==> src/hw/rtl/rthsv_pkg.sv <==
`timescale 1ns / 1ps

package rthsv_pkg;

  localparam int unsigned ChanW  = 8;
  localparam int unsigned HueW   = 16;
  localparam int unsigned SatW   = 17;
  localparam int unsigned DenW   = 11;  // 6 * spread <= 1530
  localparam int unsigned NumDivCells = HueW;  // one quotient bit per cell

  typedef struct packed {
    logic [ChanW-1:0] sat_rem;
    logic [ChanW-1:0] sat_div;
    logic [SatW-1:0]  sat_q;
    logic [DenW-1:0]  hue_rem;
    logic [DenW-1:0]  hue_den;
    logic [HueW-1:0]  hue_q;
    logic [ChanW-1:0] brightness;
    logic             is_gray;
  } stage_t;

endpackage

==> src/hw/rtl/rthsv_if.sv <==
`timescale 1ns / 1ps

interface rthsv_pix_if;
  logic       valid;
  logic       ready;
  logic [7:0] red;
  logic [7:0] green;
  logic [7:0] blue;

  modport source (output valid, output red, output green, output blue, input ready);
  modport sink   (input valid, input red, input green, input blue, output ready);
endinterface

interface rthsv_hsv_if;
  logic        valid;
  logic        ready;
  logic [15:0] hue;
  logic [16:0] saturation;
  logic [7:0]  brightness;
  logic        is_gray;

  modport source (output valid, output hue, output saturation, output brightness,
                  output is_gray, input ready);
  modport sink   (input valid, input hue, input saturation, input brightness,
                  input is_gray, output ready);
endinterface

==> src/hw/rtl/rthsv_prep.sv <==
`timescale 1ns / 1ps

module rthsv_prep (
  input  logic            clk_i,
  input  logic            rst_ni,
  input  logic            valid_i,
  output logic            ready_o,
  input  logic [7:0]      red_i,
  input  logic [7:0]      green_i,
  input  logic [7:0]      blue_i,
  output logic            valid_o,
  input  logic            ready_i,
  output rthsv_pkg::stage_t data_o
);
  import rthsv_pkg::*;

  logic             valid_q;
  stage_t           data_q, data_d;
  logic [ChanW-1:0] top, bot, spread;
  logic [DenW-1:0]  d11, den, num;
  logic [DenW-1:0]  num_g, num_b;
  logic             gray;

  always_comb begin
    top = (red_i >= green_i) ? red_i : green_i;
    if (blue_i > top) begin
      top = blue_i;
    end
    bot = (red_i <= green_i) ? red_i : green_i;
    if (blue_i < bot) begin
      bot = blue_i;
    end
    spread = top - bot;
    gray   = (spread == '0);
    d11    = {{(DenW-ChanW){1'b0}}, spread};
    den    = (d11 << 2) + (d11 << 1);
    // final values are non-negative and below den, so wrapping in between is harmless
    num_g  = {d11[DenW-2:0], 1'b0} + {3'b0, blue_i} - {3'b0, red_i};
    num_b  = {d11[DenW-3:0], 2'b0} + {3'b0, red_i} - {3'b0, green_i};

    if (red_i == top) begin
      if (green_i >= blue_i) begin
        num = {3'b0, green_i - blue_i};
      end else begin
        num = den - {3'b0, blue_i - green_i};
      end
    end else if (green_i == top) begin
      num = num_g;
    end else begin
      num = num_b;
    end

    // Gray pixel: zero remainders with divisor one keep both quotients at zero
    data_d.is_gray    = gray;
    data_d.brightness = top;
    data_d.sat_div    = gray ? ChanW'(1) : top;
    data_d.hue_den    = gray ? DenW'(1) : den;
    data_d.hue_rem    = gray ? '0 : num;
    data_d.hue_q      = '0;
    // spread <= top, so the integer bit of the saturation is settled here
    if (!gray && spread == top) begin
      data_d.sat_q   = SatW'(1);
      data_d.sat_rem = '0;
    end else begin
      data_d.sat_q   = '0;
      data_d.sat_rem = gray ? '0 : spread;
    end
  end

  assign ready_o = !valid_q || ready_i;

  always_ff @(posedge clk_i or negedge rst_ni) begin
    if (!rst_ni) begin
      valid_q <= 1'b0;
    end else if (ready_o) begin
      valid_q <= valid_i;
    end
  end

  always_ff @(posedge clk_i) begin
    if (ready_o && valid_i) begin
      data_q <= data_d;
    end
  end

  assign valid_o = valid_q;
  assign data_o  = data_q;

endmodule

==> src/hw/rtl/rthsv_div_cell.sv <==
`timescale 1ns / 1ps

module rthsv_div_cell (
  input  logic              clk_i,
  input  logic              rst_ni,
  input  logic              valid_i,
  output logic              ready_o,
  input  rthsv_pkg::stage_t data_i,
  output logic              valid_o,
  input  logic              ready_i,
  output rthsv_pkg::stage_t data_o
);
  import rthsv_pkg::*;

  logic             valid_q;
  stage_t           data_q, data_d;
  logic [ChanW:0]   sat_r2, sat_diff;
  logic [DenW:0]    hue_r2, hue_diff;
  logic             sat_bit, hue_bit;

  // One restoring-division step for both quotients
  always_comb begin
    sat_r2   = {data_i.sat_rem, 1'b0};
    sat_bit  = sat_r2 >= {1'b0, data_i.sat_div};
    sat_diff = sat_r2 - {1'b0, data_i.sat_div};
    hue_r2   = {data_i.hue_rem, 1'b0};
    hue_bit  = hue_r2 >= {1'b0, data_i.hue_den};
    hue_diff = hue_r2 - {1'b0, data_i.hue_den};

    data_d         = data_i;
    data_d.sat_rem = sat_bit ? sat_diff[ChanW-1:0] : sat_r2[ChanW-1:0];
    data_d.sat_q   = {data_i.sat_q[SatW-2:0], sat_bit};
    data_d.hue_rem = hue_bit ? hue_diff[DenW-1:0] : hue_r2[DenW-1:0];
    data_d.hue_q   = {data_i.hue_q[HueW-2:0], hue_bit};
  end

  assign ready_o = !valid_q || ready_i;

  always_ff @(posedge clk_i or negedge rst_ni) begin
    if (!rst_ni) begin
      valid_q <= 1'b0;
    end else if (ready_o) begin
      valid_q <= valid_i;
    end
  end

  always_ff @(posedge clk_i) begin
    if (ready_o && valid_i) begin
      data_q <= data_d;
    end
  end

  assign valid_o = valid_q;
  assign data_o  = data_q;

endmodule

==> src/hw/rtl/rgb_to_hsv_converter.sv <==
`timescale 1ns / 1ps
// 17 register stages: one setup cell finding max, min and hue numerator, then 16 division
// cells, one quotient bit each.
// Throughput: one pixel per cycle while the output accepts; every cell is a register stage with its own
// valid, so a stalled output only blocks once the chain has filled.
// Reset: asynchronous, active low, clears all valid bits; data registers are not reset.
module rgb_to_hsv_converter (
  input  logic        clk_i,
  input  logic        rst_ni,
  rthsv_pix_if.sink   pix_i,
  rthsv_hsv_if.source hsv_o
);
  import rthsv_pkg::*;

  logic   valid_s [NumDivCells+1];
  logic   ready_s [NumDivCells+1];
  stage_t data_s  [NumDivCells+1];

  rthsv_prep u_prep (
    .clk_i   (clk_i),
    .rst_ni  (rst_ni),
    .valid_i (pix_i.valid),
    .ready_o (pix_i.ready),
    .red_i   (pix_i.red),
    .green_i (pix_i.green),
    .blue_i  (pix_i.blue),
    .valid_o (valid_s[0]),
    .ready_i (ready_s[0]),
    .data_o  (data_s[0])
  );

  for (genvar i = 0; i < NumDivCells; i++) begin : g_cell
    rthsv_div_cell u_cell (
      .clk_i   (clk_i),
      .rst_ni  (rst_ni),
      .valid_i (valid_s[i]),
      .ready_o (ready_s[i]),
      .data_i  (data_s[i]),
      .valid_o (valid_s[i+1]),
      .ready_i (ready_s[i+1]),
      .data_o  (data_s[i+1])
    );
  end

  assign ready_s[NumDivCells] = hsv_o.ready;
  assign hsv_o.valid      = valid_s[NumDivCells];
  assign hsv_o.hue        = data_s[NumDivCells].hue_q;
  assign hsv_o.saturation = data_s[NumDivCells].sat_q;
  assign hsv_o.brightness = data_s[NumDivCells].brightness;
  assign hsv_o.is_gray    = data_s[NumDivCells].is_gray;

endmodule

==> src/flat_wrapper.sv <==
// flat-port wrapper written by rule: the top's interface ports become plain ports
module rgb_to_hsv_converter_flat import rthsv_pkg::*;
  (clk_i, rst_ni, pix_i_valid, pix_i_red, pix_i_green, pix_i_blue, pix_i_ready, hsv_o_valid, hsv_o_hue, hsv_o_saturation, hsv_o_brightness, hsv_o_is_gray, hsv_o_ready);
  rthsv_pix_if pix_i_i ();
  rthsv_hsv_if hsv_o_i ();
  input  logic clk_i;
  input  logic rst_ni;
  input wire logic [$bits(pix_i_i.valid)-1:0] pix_i_valid;
  input wire logic [$bits(pix_i_i.red)-1:0] pix_i_red;
  input wire logic [$bits(pix_i_i.green)-1:0] pix_i_green;
  input wire logic [$bits(pix_i_i.blue)-1:0] pix_i_blue;
  output wire logic [$bits(pix_i_i.ready)-1:0] pix_i_ready;
  output wire logic [$bits(hsv_o_i.valid)-1:0] hsv_o_valid;
  output wire logic [$bits(hsv_o_i.hue)-1:0] hsv_o_hue;
  output wire logic [$bits(hsv_o_i.saturation)-1:0] hsv_o_saturation;
  output wire logic [$bits(hsv_o_i.brightness)-1:0] hsv_o_brightness;
  output wire logic [$bits(hsv_o_i.is_gray)-1:0] hsv_o_is_gray;
  input wire logic [$bits(hsv_o_i.ready)-1:0] hsv_o_ready;
  assign pix_i_i.valid = pix_i_valid;
  assign pix_i_i.red = pix_i_red;
  assign pix_i_i.green = pix_i_green;
  assign pix_i_i.blue = pix_i_blue;
  assign pix_i_ready = pix_i_i.ready;
  assign hsv_o_valid = hsv_o_i.valid;
  assign hsv_o_hue = hsv_o_i.hue;
  assign hsv_o_saturation = hsv_o_i.saturation;
  assign hsv_o_brightness = hsv_o_i.brightness;
  assign hsv_o_is_gray = hsv_o_i.is_gray;
  assign hsv_o_i.ready = hsv_o_ready;
  rgb_to_hsv_converter u_core (.clk_i(clk_i), .rst_ni(rst_ni), .pix_i(pix_i_i), .hsv_o(hsv_o_i));
endmodule
==> config.mk <==
export PLATFORM = sky130hd
export DESIGN_NAME = rgb_to_hsv_converter_flat
export DESIGN_NICKNAME = d
export VERILOG_FILES = /design/src/hw/rtl/rthsv_pkg.sv /design/src/hw/rtl/rthsv_if.sv /design/src/hw/rtl/rthsv_prep.sv /design/src/hw/rtl/rthsv_div_cell.sv /design/src/hw/rtl/rgb_to_hsv_converter.sv /design/src/flat_wrapper.sv
export SDC_FILE = /design/constraint.sdc
export NUM_CORES = 2
export LEC_CHECK = 0
export ABC_CLOCK_PERIOD_IN_PS = 10900
export BUFFER_PORTS_ARGS = -buffer_cell sky130_fd_sc_hd__buf_2
export CAP_MARGIN = 0
export CORE_ASPECT_RATIO = 0.9
export CORE_UTILIZATION = 50
export DETAILED_ROUTE_END_ITERATION = 10
export PLACE_DENSITY = 0.65
export SETUP_SLACK_MARGIN = 0.2
export SLEW_MARGIN = 5
export SYNTH_ARGS = -nofsm -noshare
export SYNTH_HDL_FRONTEND = slang
export SYNTH_HIERARCHICAL = 1
export SYNTH_SLANG_ARGS = --single-unit
==> constraint.sdc <==
create_clock -name clk_i -period 10.9 [get_ports clk_i]
set_input_delay 1.09 -clock clk_i [delete_from_list [all_inputs] [get_ports clk_i]]
set_output_delay 1.09 -clock clk_i [all_outputs]
set_load 0.05 [all_outputs]
==> metrics.md <==
| Metric | Value |
|---|---|
| Outcome | finished clean |
| Final Instance Area | 61100 um2 |
| Final worst-path cycle share | 85.0% |
| Die Area | 112000 um2 |
| Width of the die | 353 um |
| Max-slew violation count | 0 |
| Cell row count | 115 |
| R2R cell count | 19 |
| Area growth from synthesis to layout | 10.4% |
| Root buf cell | clkbuf_16 |
| Worst-Margin Slew | 928 ps |
| Worst-path clk slew | 60 ps |
| Fmax | roughly 110 MHz |
| Vias in the first global route | between 30000 and 40000 |
| Placeable Area | 109000 um2 |
| GRT Residual Overflow | 0 |
| Io pins | 72 |
| Die Y-Extent | 317 um |
| Mapped cell area | 55300 um2 |
| Tot Pwr | 0.0195 W |
| Unrepaired setup endpoints after global routing | false |
| CTS Sinks | 1067 |
| Initial core utilization | 50.5% |
| Largest net degree at the start of global routing | 67 |
| Startpoint Class | primary input |
| Clock Latency Late Sink | 690 ps |
| Max Fanout on Critical Path | 18 |
| Drt wl/cell | approximately 17 um |
| Total global-route track usage | 18.2% |
| Synth warnings | 6 |
| Post-CTS Resized | 0 |
| Initial DRT Pass Iterations | 5 |
| First-pass GRT wire length | 166 mm |
| Post-CTS Setup Inserts | 0 |
| Hold Vio Cnt, Final | 0 |
| Cts hold-fix bufs | 0 |
| Mapped Cells | between 4000 and 5000 |
| Final ANT Viol Nets | 0 |
| Leak | 24.0 nW |
| CP most frequent cell | nor2_1 |
| Critical Path End Type | flop |
| Setup Viol. Count Final | 0 |
| Mapped Avg Cell Area | 12.8 um2 |
| Clock tree buffer depth | 3 |
| Maxcap violations | 0 |
| Syn_nets | 4800 |
| Pwr Density | between 300 and 400 nW/um2 |
| TritonCTS clock tree | yes |
| Slowest CP cell | nor2_1 |
| Nets@finish | 4927 |
| Port-buffer cells | between 70 and 80 |
| Peak VDD IR | around 0.26 mV |
| Min-Delay Path Class | primary input to async pin |
| CP required | 11310 ps |
| Dpl cell area | 57200 um2 |
| Minimum clock period | 9260 ps |
| TNS Setup | 0 ps |
| HPWL Detailed | 74.5 mm |
| DR vias | 32700 |
| # fillers | 8931 |
| CTS H-Tree Depth | 3 |
| N_diodes | 0 |
| Total Wirelength | 102 mm |
| Share of layout cells above drive strength 1 | about an eighth |
| Critical path's largest stage delay | a little under 700 ps |
| Vias per cell | 5.43 |
| Max_slew headroom | 37.6% |
| Worst EP arrival | 9670 ps |
| CP Class | primary input to flop |
| Residual DRC | 0 |
| Register-to-Register Setup Slack | 6750 ps |
| Starting DRT DRC Count | 2120 |
| Initial antenna violation count | 0 |
| TritonCTS buffer count | 108 |
| GPL Wtd Cong | just under 0.9 |
| Clock Skew | 30.6 ps |
==> state kept, by name, summed over array words and instances (netlist names) <==
register / cells
u_core/u_prep/data_o: 48
u_core/u_prep/valid_o: 1
u_core/g_cell.u_cell/valid_o: 16
u_core/g_cell.u_cell/data_o: 1002
==> worst max-delay path, delay by kind of cell <==
| family | cells | cell delay, ps |
|---|---|---|
| mux | 2 | 920 |
| xor+xnor | 2 | 320 |
| compound gates | 13 | 2850 |
| fa+ha+maj | 5 | 1840 |
| buf+inv | 4 | 650 |
| simple gates | 10 | 2010 |
==> per-layer routing <==
layer	routed length [um]	global-route usage, %
met1	46300	24.3
met2	49500	31.3
met3	3740	2.50
met4	2100	4.73
met5	0	0
==> layout by cell type (no fill, tap or decap), types with 92 or more instances in the layout <==
master	count
a21o_1	92
a21oi_1	253
clkbuf_16	108
edfxtp_1	1050
ha_1	385
inv_1	453
nand2_1	262
nor2_1	215
o21ai_0	230
xnor2_1	160
==> report_power, final <==
| group | switching [W] | internal [W] |
|---|---|---|
| Combinational | 0.00488 | 0.00379 |
| Clock | 0.00156 | 0.00236 |
| Sequential | 0.000548 | 0.00631 |
==> final timing paths <==
path,to,startpoint
max,u_core/u_prep/data_o[43]$_SDFFCE_PP0P_,pix_i_green[3]
min,u_core/g_cell[7].u_cell/valid_o$_DFFE_PN0N_,rst_ni
max reg2reg,u_core/u_prep/data_o[36]$_SDFFCE_PP0P_,u_core/g_cell[15].u_cell/valid_o$_DFFE_PN0N_
min reg2reg,u_core/g_cell[9].u_cell/data_o[53]$_DFFE_PP_,u_core/g_cell[8].u_cell/data_o[52]$_DFFE_PP_
max in group asynchronous,u_core/g_cell[1].u_cell/valid_o$_DFFE_PN0N_,rst_ni
min in group clk_i,u_core/g_cell[9].u_cell/data_o[53]$_DFFE_PP_,u_core/g_cell[8].u_cell/data_o[52]$_DFFE_PP_
==> layout make-up <==
type | instances | area (um2) | area share (%)
clock inverters | 80 | 1100 | 1.80
multi-input cells | 2716 | 21100 | 34.5
clock buffers | 120 | 2750 | 4.50
flip-flops and latches | 1067 | 32000 | 52.3
well taps | 1462 | 1830 | 3.00
inverters | 471 | 1810 | 2.96
repair buffers | 98 | 558 | 0.914
==> through the flow <==
stage / hold WS [ps] / cells / utilization [%] / setup slack [ps]
4_1_cts: 291 / 6014 / 55.8 / 1720
3_3_place_gp: 400 / 5814 / 52.2 / 1130
6_report: 331 / 6014 / 55.8 / 1640
2_1_floorplan: 400 / 4335 / - / 2700
3_5_place_dp: 405 / 5814 / 52.2 / 999
5_1_grt: 327 / 6014 / 55.8 / 852
No activity file was read; power rests on OpenSTA's default activity.
